[src/sv/lir_pkg.sv]
package lir_pkg;

    localparam int SAMPLE_W = 16;
    localparam int STEP_W   = 24;
    localparam int PH_W     = STEP_W + 2;
    localparam int MAX_OUT  = 64;
    localparam int CNT_W    = $clog2(MAX_OUT);

    localparam logic [STEP_W-1:0] STEP_RESET = 24'd65536;

    localparam int  PADDR_W        = 3;
    localparam logic REG_STEP_RATIO = 1'b0;

    typedef enum logic [3:0] {
        S_IDLE = 4'b0001,
        S_MUL  = 4'b0010,
        S_RND  = 4'b0100,
        S_OUT  = 4'b1000
    } state_t;

endpackage

[src/sv/linear_interp_resampler_top.sv]
// channel   dir  signals                          fields (low bit up)
// s_        in   s_tvalid s_tready s_tdata[15:0]  in_sample
// m_        out  m_tvalid m_tready m_tdata[15:0]  out_sample
//                m_tlast                          last_of_run
// apb       in   psel penable pwrite paddr[2:0]   step_ratio at 0x0
//
// one input sample at a time; s_tready is high only while idle
// each result passes through the shared multiply/round unit (S_MUL, S_RND),
// then waits in S_OUT on m_tready; up to 64 results per input
// a priming or skipped input is taken in idle and gives no result
// aresetn is synchronous, active low; step_ratio resets to 65536
module linear_interp_resampler_top #(
    parameter int FRAC_BITS = 16
) (
    input  logic                           aclk,
    input  logic                           aresetn,

    input  logic                           s_tvalid,
    output logic                           s_tready,
    input  logic [15:0]                    s_tdata,   // in_sample

    output logic                           m_tvalid,
    input  logic                           m_tready,
    output logic [15:0]                    m_tdata,   // out_sample
    output logic                           m_tlast,   // last_of_run

    input  logic                           psel,
    input  logic                           penable,
    input  logic                           pwrite,
    input  logic [lir_pkg::PADDR_W-1:0]    paddr,
    input  logic [31:0]                    pwdata,
    output logic [31:0]                    prdata,
    output logic                           pready
);

    localparam int SW = lir_pkg::SAMPLE_W;
    localparam int PW = lir_pkg::PH_W;
    localparam logic [PW-1:0] ONE = PW'(1) << FRAC_BITS;
    localparam logic [lir_pkg::CNT_W-1:0] CNT_LAST = lir_pkg::CNT_W'(lir_pkg::MAX_OUT - 1);

    lir_pkg::state_t state_reg, state_next;

    logic [lir_pkg::STEP_W-1:0] step_reg;
    logic [lir_pkg::STEP_W-1:0] phase_reg;
    logic [PW-1:0]              ph_reg;
    logic [lir_pkg::CNT_W-1:0]  cnt_reg;
    logic                       primed_reg;
    logic signed [SW-1:0]       prev_reg;
    logic signed [SW-1:0]       cur_reg;
    logic [SW-1:0]              out_data_reg;
    logic                       out_last_reg;

    logic                       in_xfer;
    logic                       out_xfer;
    logic                       cfg_wr;
    logic [PW-1:0]              phase_ext;
    logic [PW-1:0]              ph_sum;
    logic                       sum_done;
    logic                       lerp_load;
    logic signed [SW-1:0]       lerp_y;

    assign pready    = 1'b1;
    assign cfg_wr    = psel && penable && pwrite && pready;
    assign prdata    = (paddr[2] == lir_pkg::REG_STEP_RATIO) ? {8'd0, step_reg} : 32'd0;

    assign s_tready  = (state_reg == lir_pkg::S_IDLE);
    assign m_tvalid  = (state_reg == lir_pkg::S_OUT);
    assign m_tdata   = out_data_reg;
    assign m_tlast   = out_last_reg;
    assign in_xfer   = s_tvalid && s_tready;
    assign out_xfer  = m_tvalid && m_tready;

    assign phase_ext = {2'b00, phase_reg};
    assign ph_sum    = ph_reg + {2'b00, step_reg};
    assign sum_done  = (ph_sum >= ONE);
    assign lerp_load = (state_reg == lir_pkg::S_MUL);

    lir_lerp #(
        .FRAC_BITS (FRAC_BITS)
    ) u_lerp (
        .aclk        (aclk),
        .load        (lerp_load),
        .prev_sample (prev_reg),
        .cur_sample  (cur_reg),
        .frac        (ph_reg[FRAC_BITS-1:0]),
        .y           (lerp_y)
    );

    always_comb begin
        state_next = state_reg;
        case (state_reg)
            lir_pkg::S_IDLE: begin
                if (in_xfer && primed_reg && (phase_ext < ONE)) begin
                    state_next = lir_pkg::S_MUL;
                end
            end
            lir_pkg::S_MUL: begin
                state_next = lir_pkg::S_RND;
            end
            lir_pkg::S_RND: begin
                state_next = lir_pkg::S_OUT;
            end
            lir_pkg::S_OUT: begin
                if (out_xfer) begin
                    state_next = out_last_reg ? lir_pkg::S_IDLE : lir_pkg::S_MUL;
                end
            end
            default: begin
                state_next = lir_pkg::S_IDLE;
            end
        endcase
    end

    always_ff @(posedge aclk) begin
        if (!aresetn) begin
            state_reg  <= lir_pkg::S_IDLE;
            step_reg   <= lir_pkg::STEP_RESET;
            phase_reg  <= '0;
            primed_reg <= 1'b0;
            prev_reg   <= '0;
            cnt_reg    <= '0;
        end else begin
            state_reg <= state_next;
            if (cfg_wr && (paddr[2] == lir_pkg::REG_STEP_RATIO)) begin
                step_reg <= pwdata[lir_pkg::STEP_W-1:0];
            end
            case (state_reg)
                lir_pkg::S_IDLE: begin
                    if (in_xfer) begin
                        cur_reg <= $signed(s_tdata);
                        ph_reg  <= phase_ext;
                        cnt_reg <= '0;
                        if (!primed_reg) begin
                            prev_reg   <= $signed(s_tdata);
                            primed_reg <= 1'b1;
                        end else if (phase_ext >= ONE) begin
                            // nothing to emit for this sample
                            prev_reg  <= $signed(s_tdata);
                            phase_reg <= lir_pkg::STEP_W'(phase_ext - ONE);
                        end
                    end
                end
                lir_pkg::S_RND: begin
                    out_data_reg <= lerp_y;
                    out_last_reg <= sum_done || (cnt_reg == CNT_LAST);
                end
                lir_pkg::S_OUT: begin
                    if (out_xfer) begin
                        if (out_last_reg) begin
                            prev_reg  <= cur_reg;
                            phase_reg <= sum_done ? lir_pkg::STEP_W'(ph_sum - ONE) : '0;
                        end else begin
                            ph_reg  <= ph_sum;
                            cnt_reg <= cnt_reg + 1'b1;
                        end
                    end
                end
                default: begin
                end
            endcase
        end
    end

`ifndef SYNTHESIS
    a_one_side: assert property (@(posedge aclk) disable iff (!aresetn)
        !(s_tready && m_tvalid))
        else $error("input and result side active together");

    a_back_idle: assert property (@(posedge aclk) disable iff (!aresetn)
        (m_tvalid && m_tready && m_tlast) |=> s_tready)
        else $error("no return to idle after final result");

    a_cap_last: assert property (@(posedge aclk) disable iff (!aresetn)
        (m_tvalid && (cnt_reg == CNT_LAST)) |-> m_tlast)
        else $error("result count cap passed without tlast");

    a_out_stable: assert property (@(posedge aclk) disable iff (!aresetn)
        (m_tvalid && !m_tready) |=> (m_tvalid && $stable(m_tdata) && $stable(m_tlast)))
        else $error("stalled result changed");
`endif

endmodule

[src/sv/lir_lerp.sv]
module lir_lerp #(
    parameter int FRAC_BITS = 16
) (
    input  logic                                  aclk,
    input  logic                                  load,
    input  logic signed [lir_pkg::SAMPLE_W-1:0]   prev_sample,
    input  logic signed [lir_pkg::SAMPLE_W-1:0]   cur_sample,
    input  logic        [FRAC_BITS-1:0]           frac,
    output logic signed [lir_pkg::SAMPLE_W-1:0]   y
);

    localparam int DIFF_W = lir_pkg::SAMPLE_W + 1;
    localparam int PRD_W  = FRAC_BITS + DIFF_W + 1;
    localparam logic signed [PRD_W-1:0] HALF = PRD_W'(1) <<< (FRAC_BITS - 1);

    logic signed [DIFF_W-1:0]            diff;
    logic signed [FRAC_BITS:0]           frac_s;
    logic signed [PRD_W-1:0]             prod_reg;
    logic signed [lir_pkg::SAMPLE_W-1:0] base_reg;
    logic signed [PRD_W-1:0]             biased;
    logic signed [PRD_W-1:0]             shifted;
    logic signed [DIFF_W-1:0]            offset;
    logic signed [DIFF_W-1:0]            total;

    assign diff   = $signed({cur_sample[lir_pkg::SAMPLE_W-1], cur_sample})
                  - $signed({prev_sample[lir_pkg::SAMPLE_W-1], prev_sample});
    assign frac_s = $signed({1'b0, frac});

    // product stage
    always_ff @(posedge aclk) begin
        if (load) begin
            prod_reg <= diff * frac_s;
            base_reg <= prev_sample;
        end
    end

    // round half up, then add back the base sample
    assign biased  = prod_reg + HALF;
    assign shifted = biased >>> FRAC_BITS;
    assign offset  = shifted[DIFF_W-1:0];
    assign total   = $signed({base_reg[lir_pkg::SAMPLE_W-1], base_reg}) + offset;
    assign y       = total[lir_pkg::SAMPLE_W-1:0];

endmodule
[config.mk]
export PLATFORM = sky130hd
export DESIGN_NAME = linear_interp_resampler_top
export DESIGN_NICKNAME = d
export VERILOG_FILES = /design/src/sv/lir_pkg.sv /design/src/sv/linear_interp_resampler_top.sv /design/src/sv/lir_lerp.sv
export SDC_FILE = /design/constraint.sdc
export NUM_CORES = 1
export LEC_CHECK = 0
export BUFFER_PORTS_ARGS = -buffer_cell sky130_fd_sc_hd__buf_2
export CORE_MARGIN = 4
export CORE_UTILIZATION = 42
export DETAILED_ROUTE_END_ITERATION = 10
export GPL_ROUTABILITY_DRIVEN = 0
export GPL_TIMING_DRIVEN = 0
export PLACE_DENSITY = 0.63
export SETUP_SLACK_MARGIN = 0.1
export SLEW_MARGIN = 10
export SYNTH_ARGS = -nofsm -noshare
export SYNTH_HDL_FRONTEND = slang
export SYNTH_SLANG_ARGS = --single-unit
[constraint.sdc]
create_clock -name aclk -period 17.8 [get_ports aclk]
set_clock_uncertainty 0.05 [all_clocks]
set_input_delay 0.89 -clock aclk [delete_from_list [all_inputs] [get_ports aclk]]
set_output_delay 0.89 -clock aclk [all_outputs]
set_load 0.02 [all_outputs]
==> flow_summary.toml, run 1 <==
[placement]
hpwl_mm = 44.4
placed_area_um2 = 21900
portBuffers = 89

[synthesis]
synth.area.mux_share = 0.00249
yosysSeqAreaShare = 0.207
synth.avg_cell_area_um2 = 8.78
synth-xor-area-share = 0.0462
synthCells = 2346
synth-simple-area-share = 0.187
ys_types = 84
synth-compound-area-share = 0.120
synthAdderAreaFrac = 0.342
synth_area_leaders = "fa_1 25%, edfxtp_1 13%, ha_1 8.7%"
syn_area_um2 = 20600
synth_edf_count = 92
synth_top_area_cell = "fa_1"
async_flop_share = 0
synth_flop_cell = "edfxtp_1"
yosysWarnings = 0
synth_top_family_by_area = "adder cells"
ys_ff_latch = 167
synth.top_cell.area_share = 0.255

[global_routing]
grt_max_degree = 27
grtUsageMet1 = 0.272
grt_first_pass_wirelength_mm = 88.1
first_global_vias = 16992
grt-ovfl-total = 0
antenna_found_initial = 1
use_met2 = 0.350
grt_use_met3 = 0.0432
grt_use_total = 0.210
busiest_layer = "met2"

[cts]
cts_resized = 0
cts_setup_buffers = 0
path_clk_slew_ns = 0.07
numCtsBuffers = 17
cts_buffer_depth = 2
cts_sinks = 167
hold_buffers = 0
insertion_delay_ns = 0.48
htree_num_levels = 4
cts_tree = "yes"
root_buffer = "clkbuf_16"

[layout]
final_util = 0.469
regArea_um2 = 4260
syn2layout_area_growth_pct = 9.55
largest_reg_flops = 26
nets = 2930
finalInstanceArea_um2 = 22600
fill_cells = 4720
multiInputGateArea_um2 = 14400
drive_above_1_share = 0.0666

[worst_setup_path]
start_kind = "flop"
cp_max_fo = 10
crit_type = "reg -> reg"
timing.critical_path.mode_cell = "fa_1"
cp.arrival_ns = 10.04
end_kind = "flop"
max_stage_delay_ns = 0.79
critPathSlowestCell = "nor3_1"
worstPathRequired_ns = 17.97

[sta]
whs_ns = 0.413
timing.fmax_mhz = 101
fin_setup_tns_ns = 0
tightest_slew_ns = 1.04
rsz0062_at_grt = "false"
slew-limit-headroom = 0.303
hold_viol = 0
final.period_utilization = 0.555
finalSetupViolations = 0
finalMaxSlewViolations = 0
period_needed_ns = 9.88

[die]
die_h_um = 229
die-width_um = 229
num_rows = 80
die_area_um2 = 52600
core-area_um2 = 48100
start_util = 0.428
ios = 110

[detailed_routing]
drt_wl_total_mm = 54.1
drt-pass1-iter-count = 5
drtAntennaViolNets = 0
drtIter0Drc = 932
drc = 0
viasPerCell = 5.24
vias = 16436
routedWlPerCell_um = 17.3

[outcome]
outcome = "finished clean"

[flow_run]
cap_violations = 0

[min_path]
hp-class = "reg -> reg"
## layout make-up
type | instances | area share
Timing Repair Buffer | 94 | 0.0216
Buffer | 119 | 0.0217
Tap cell | 656 | 0.0364
Sequential cell | 167 | 0.189
Clock buffer | 21 | 0.0223
Inverter | 393 | 0.0654
Multi-Input combinational cell | 1674 | 0.639
Antenna cell | 2 | 0.000222
Clock inverter | 11 | 0.00471
## per-layer routing
layer  up-vias  wire, um
li1       7772         -
met4         0      1670
met1      8179     23500
met5         -         0
met2       394     26100
met3        91      2900
## worst paths after layout
kind              slack, ns  cells past startpoint                  end         start
hold reg to reg        0.41                      0  u_lerp.base_reg[10]  prev_reg[10]
setup reg to reg       7.92                     31  u_lerp.prod_reg[31]   prev_reg[1]
hold / removal         0.41                      0  u_lerp.base_reg[10]  prev_reg[10]
setup / recovery       7.92                     31  u_lerp.prod_reg[31]   prev_reg[1]
## cells in the final DEF, fill, tap and decap left out, types with 27 or more instances in the layout
master | Yosys | layout
inv_1 | 392 | 392
nand2_1 | 345 | 345
fa_1 | 262 | 262
ha_1 | 144 | 144
and2_1 | 112 | 111
a21oi_1 | 100 | 100
clkbuf_1 | 99 | 99
buf_2 | 4 | 94
edfxtp_1 | 92 | 92
nor2b_1 | 78 | 78
dfxtp_1 | 75 | 75
xnor2_1 | 70 | 69
nor2_1 | 66 | 65
nand3_1 | 60 | 60
o21ai_0 | 59 | 59
xor2_1 | 36 | 36
o211ai_1 | 31 | 31
nor3_1 | 28 | 28
a21boi_0 | 27 | 27
## cell families after synthesis
logic type	after synthesis
fa+ha+maj	406
simple gates	783
flops	167
buf+inv	512
other cells	2
xor+xnor	107
compound gates	364
mux	5
## worst max-delay path: cells and delay by family, from the launching register on
family	cells	cell delay, ns
AO/OA/AOI/OAI	10	2.50
buffers and inverters	6	0.91
flip-flops	1	0.51
XOR/XNOR	1	0.25
AND/OR/NAND/NOR	6	1.69
adder cells (fa/ha/maj)	8	3.69
## cell usage after synthesis (4+ instances only)
master       n
a211oi_1    10
a21boi_0    27
a21boi_1    18
a21o_1      12
a21oi_1    100
a31oi_1     12
and2_1     112
and3_1      11
buf_1        6
buf_2        4
buf_4       10
clkbuf_1    99
dfxtp_1     75
edfxtp_1    92
fa_1       262
ha_1       144
inv_1      392
mux2i_1      4
nand2_1    345
nand2b_1    21
nand3_1     60
nand3b_1     4
nand4_1      9
nor2_1      66
nor2b_1     78
nor3_1      28
nor4_1      10
nor4b_1      4
o2111ai_1    5
o211a_1     10
o211ai_1    31
o21a_1      17
o21ai_0     59
o21ai_1      9
o21bai_1    10
o31ai_1      4
or2_2        5
or3_1        8
xnor2_1     70
xor2_1      36
## through the flow
stage                     std cells  setup slack [ns]
after floorplan                2353              9.85
after global placement         3098              8.02
after detailed placement       3103              8.03
after CTS                      3135              8.00
after global routing           3135              7.26
final                          3137              7.92
Power of run 1 is not shown: default switching activity piles up to over one toggle a cycle in this logic, so the estimate is an artifact.
==> run 2: changes to the inputs <==
PLACE_DENSITY = 0.66   (was 0.63)
clock period = 9 ns   (was 17.8 ns; I/O delays follow)
==> run 2 against run 1 <==
Maximum frequency up 15%. Flip-flop and latch count unchanged. Global-route usage about the same. Register-to-register slack got worse by 7.5 ns. Worst setup slack got worse by 7.5 ns. Hold slack got worse by 0.29 ns.
==> flow_summary.toml, run 2 (synthesized netlist as in run 1, its figures left out) <==
[worst_setup_path]
worstPathRequired_ns = 9.16
cp_max_fo = 6
rr_startpoint = "cur_reg[0]"
critPathSlowestCell = "fa_1"
critical_path.top_delay_family = "adder cells"
crit_type = "reg -> reg"
cp.arrival_ns = 8.75
end_kind = "flop"
path_buf_inv = 10
max_stage_delay_ns = 0.57
start_kind = "flop"
cp-startpoint = "cur_reg[0]"

[die]
core-area_um2 = 48100
die-width_um = 229
start_util = 0.428
die_h_um = 229
ios = 110
die_area_um2 = 52600
num_rows = 80

[cts]
cts_sinks = 167
root_buffer = "clkbuf_16"
path_clk_slew_ns = 0.07
insertion_delay_ns = 0.47
numCtsBuffers = 17
cts_tree = "yes"
cts_buffer_depth = 2
htree_num_levels = 4

[detailed_routing]
routedWlPerCell_um = 17.5
viasPerCell = 5.28
drtIter0Drc = 1091
wl_met2_mm = 26.9
vias = 16562
drt_wl_total_mm = 54.8
wl_met3_mm = 3.19
routed.top_layer = "met4"
drt-pass1-iter-count = 5
drtAntennaViolNets = 0
drc = 0
drt-met1-wl_mm = 23.0

[placement]
dp_cells = 3103
portBuffers = 89
hpwl_mm = 44.2

[flow_run]
cap_violations = 0

[layout]
nets = 2934
most-common-layout-cells = "392 x inv_1, 344 x nand2_1, 261 x fa_1"
final_common_cell = "inv_1"
fill_cells = 4659
num_antenna_cells = 0
final_util = 0.475
drive_above_1_share = 0.0886
finalNonFillerCells = 3139
syn2layout_area_growth_pct = 11.1
largest_reg_flops = 26

[sta]
slew-limit-headroom = 0.377
finalMaxSlewViolations = 0
hold_viol = 0
rsz0062_at_grt = "false"
tightest_slew_ns = 0.931
whs_ns = 0.126
timing.fmax_mhz = 117
final.period_utilization = 0.953
finalSetupViolations = 0
period_needed_ns = 8.58

[min_path]
hp-class = "in -> reg"
hp-start = "s_tdata[7]"

[global_routing]
grt-ovfl-total = 0
grt_first_pass_wirelength_mm = 88.5
antenna_found_initial = 4
first_global_vias = 17081
grt_use_total = 0.210
grt_max_degree = 27

[outcome]
outcome = "finished clean"
run 2: cell count changes in the layout (fill, tap and decap cells not counted), sizes merged:
cell      delta
clkinvlp     +1
bufinv       +2
clkbuf       -6
inv          +2
clkinv       -1
diode        -2
buf          +6
run 2: worst register-to-register path, delay by kind of cell (launching register included):
kind / cells / cell delay (ns)
fa+ha+maj: 9 / 4.04
compound gates: 10 / 1.73
buf+inv: 10 / 0.97
xor+xnor: 1 / 0.21
flops: 1 / 0.36
simple gates: 6 / 1.01
run 2: final timing paths:
check,endpoint,slack [ns],depth (start not counted)
min reg2reg,phase_reg[4],0.42,2
max reg2reg,u_lerp.prod_reg[29],0.42,36
min,cur_reg[7],0.13,1
max,u_lerp.prod_reg[29],0.42,36
run 2: repair_timing:
| item | 4_1_cts | 5_1_grt |
|---|---|---|
| setup buffers | 2 | 2 |
| pin swaps | 3 | 5 |
| endpoints found under the setup margin | 15 | 5 |
| hold buffers | 0 | 0 |
| gates resized for setup | 38 | 40 |
run 2: stage by stage:
step	instance area [um^2]	worst slack [ns]	TNS, ns
3_5_place_dp	21900	-0.859	-4.34
6_report	22900	0.419	0
4_1_cts	22700	0.133	0
2_1_floorplan	20600	1.05	0
3_3_place_gp	21900	-0.738	-3.31
5_1_grt	22900	0.0754	0
run 2: area by class of cell:
class	instances	area [um^2]	share of cell area
multi-input combinational	1674	14700	0.641
sequential	167	4270	0.187
inverter	393	1480	0.0645
tap	656	821	0.0359
buffer	119	522	0.0228
timing repair buffer	98	520	0.0228
clock buffer	17	425	0.0186
clock inverter	15	191	0.00837
run 2: routing by layer:
| metal | GRT usage | up-vias |
|---|---|---|
| li1 | - | 7772 |
| met1 | 0.265 | 8185 |
| met2 | 0.362 | 503 |
| met3 | 0.0388 | 102 |
| met4 | 0.0742 | 0 |
| met5 | 0 | - |
Power of run 2 is left out for the same reason.
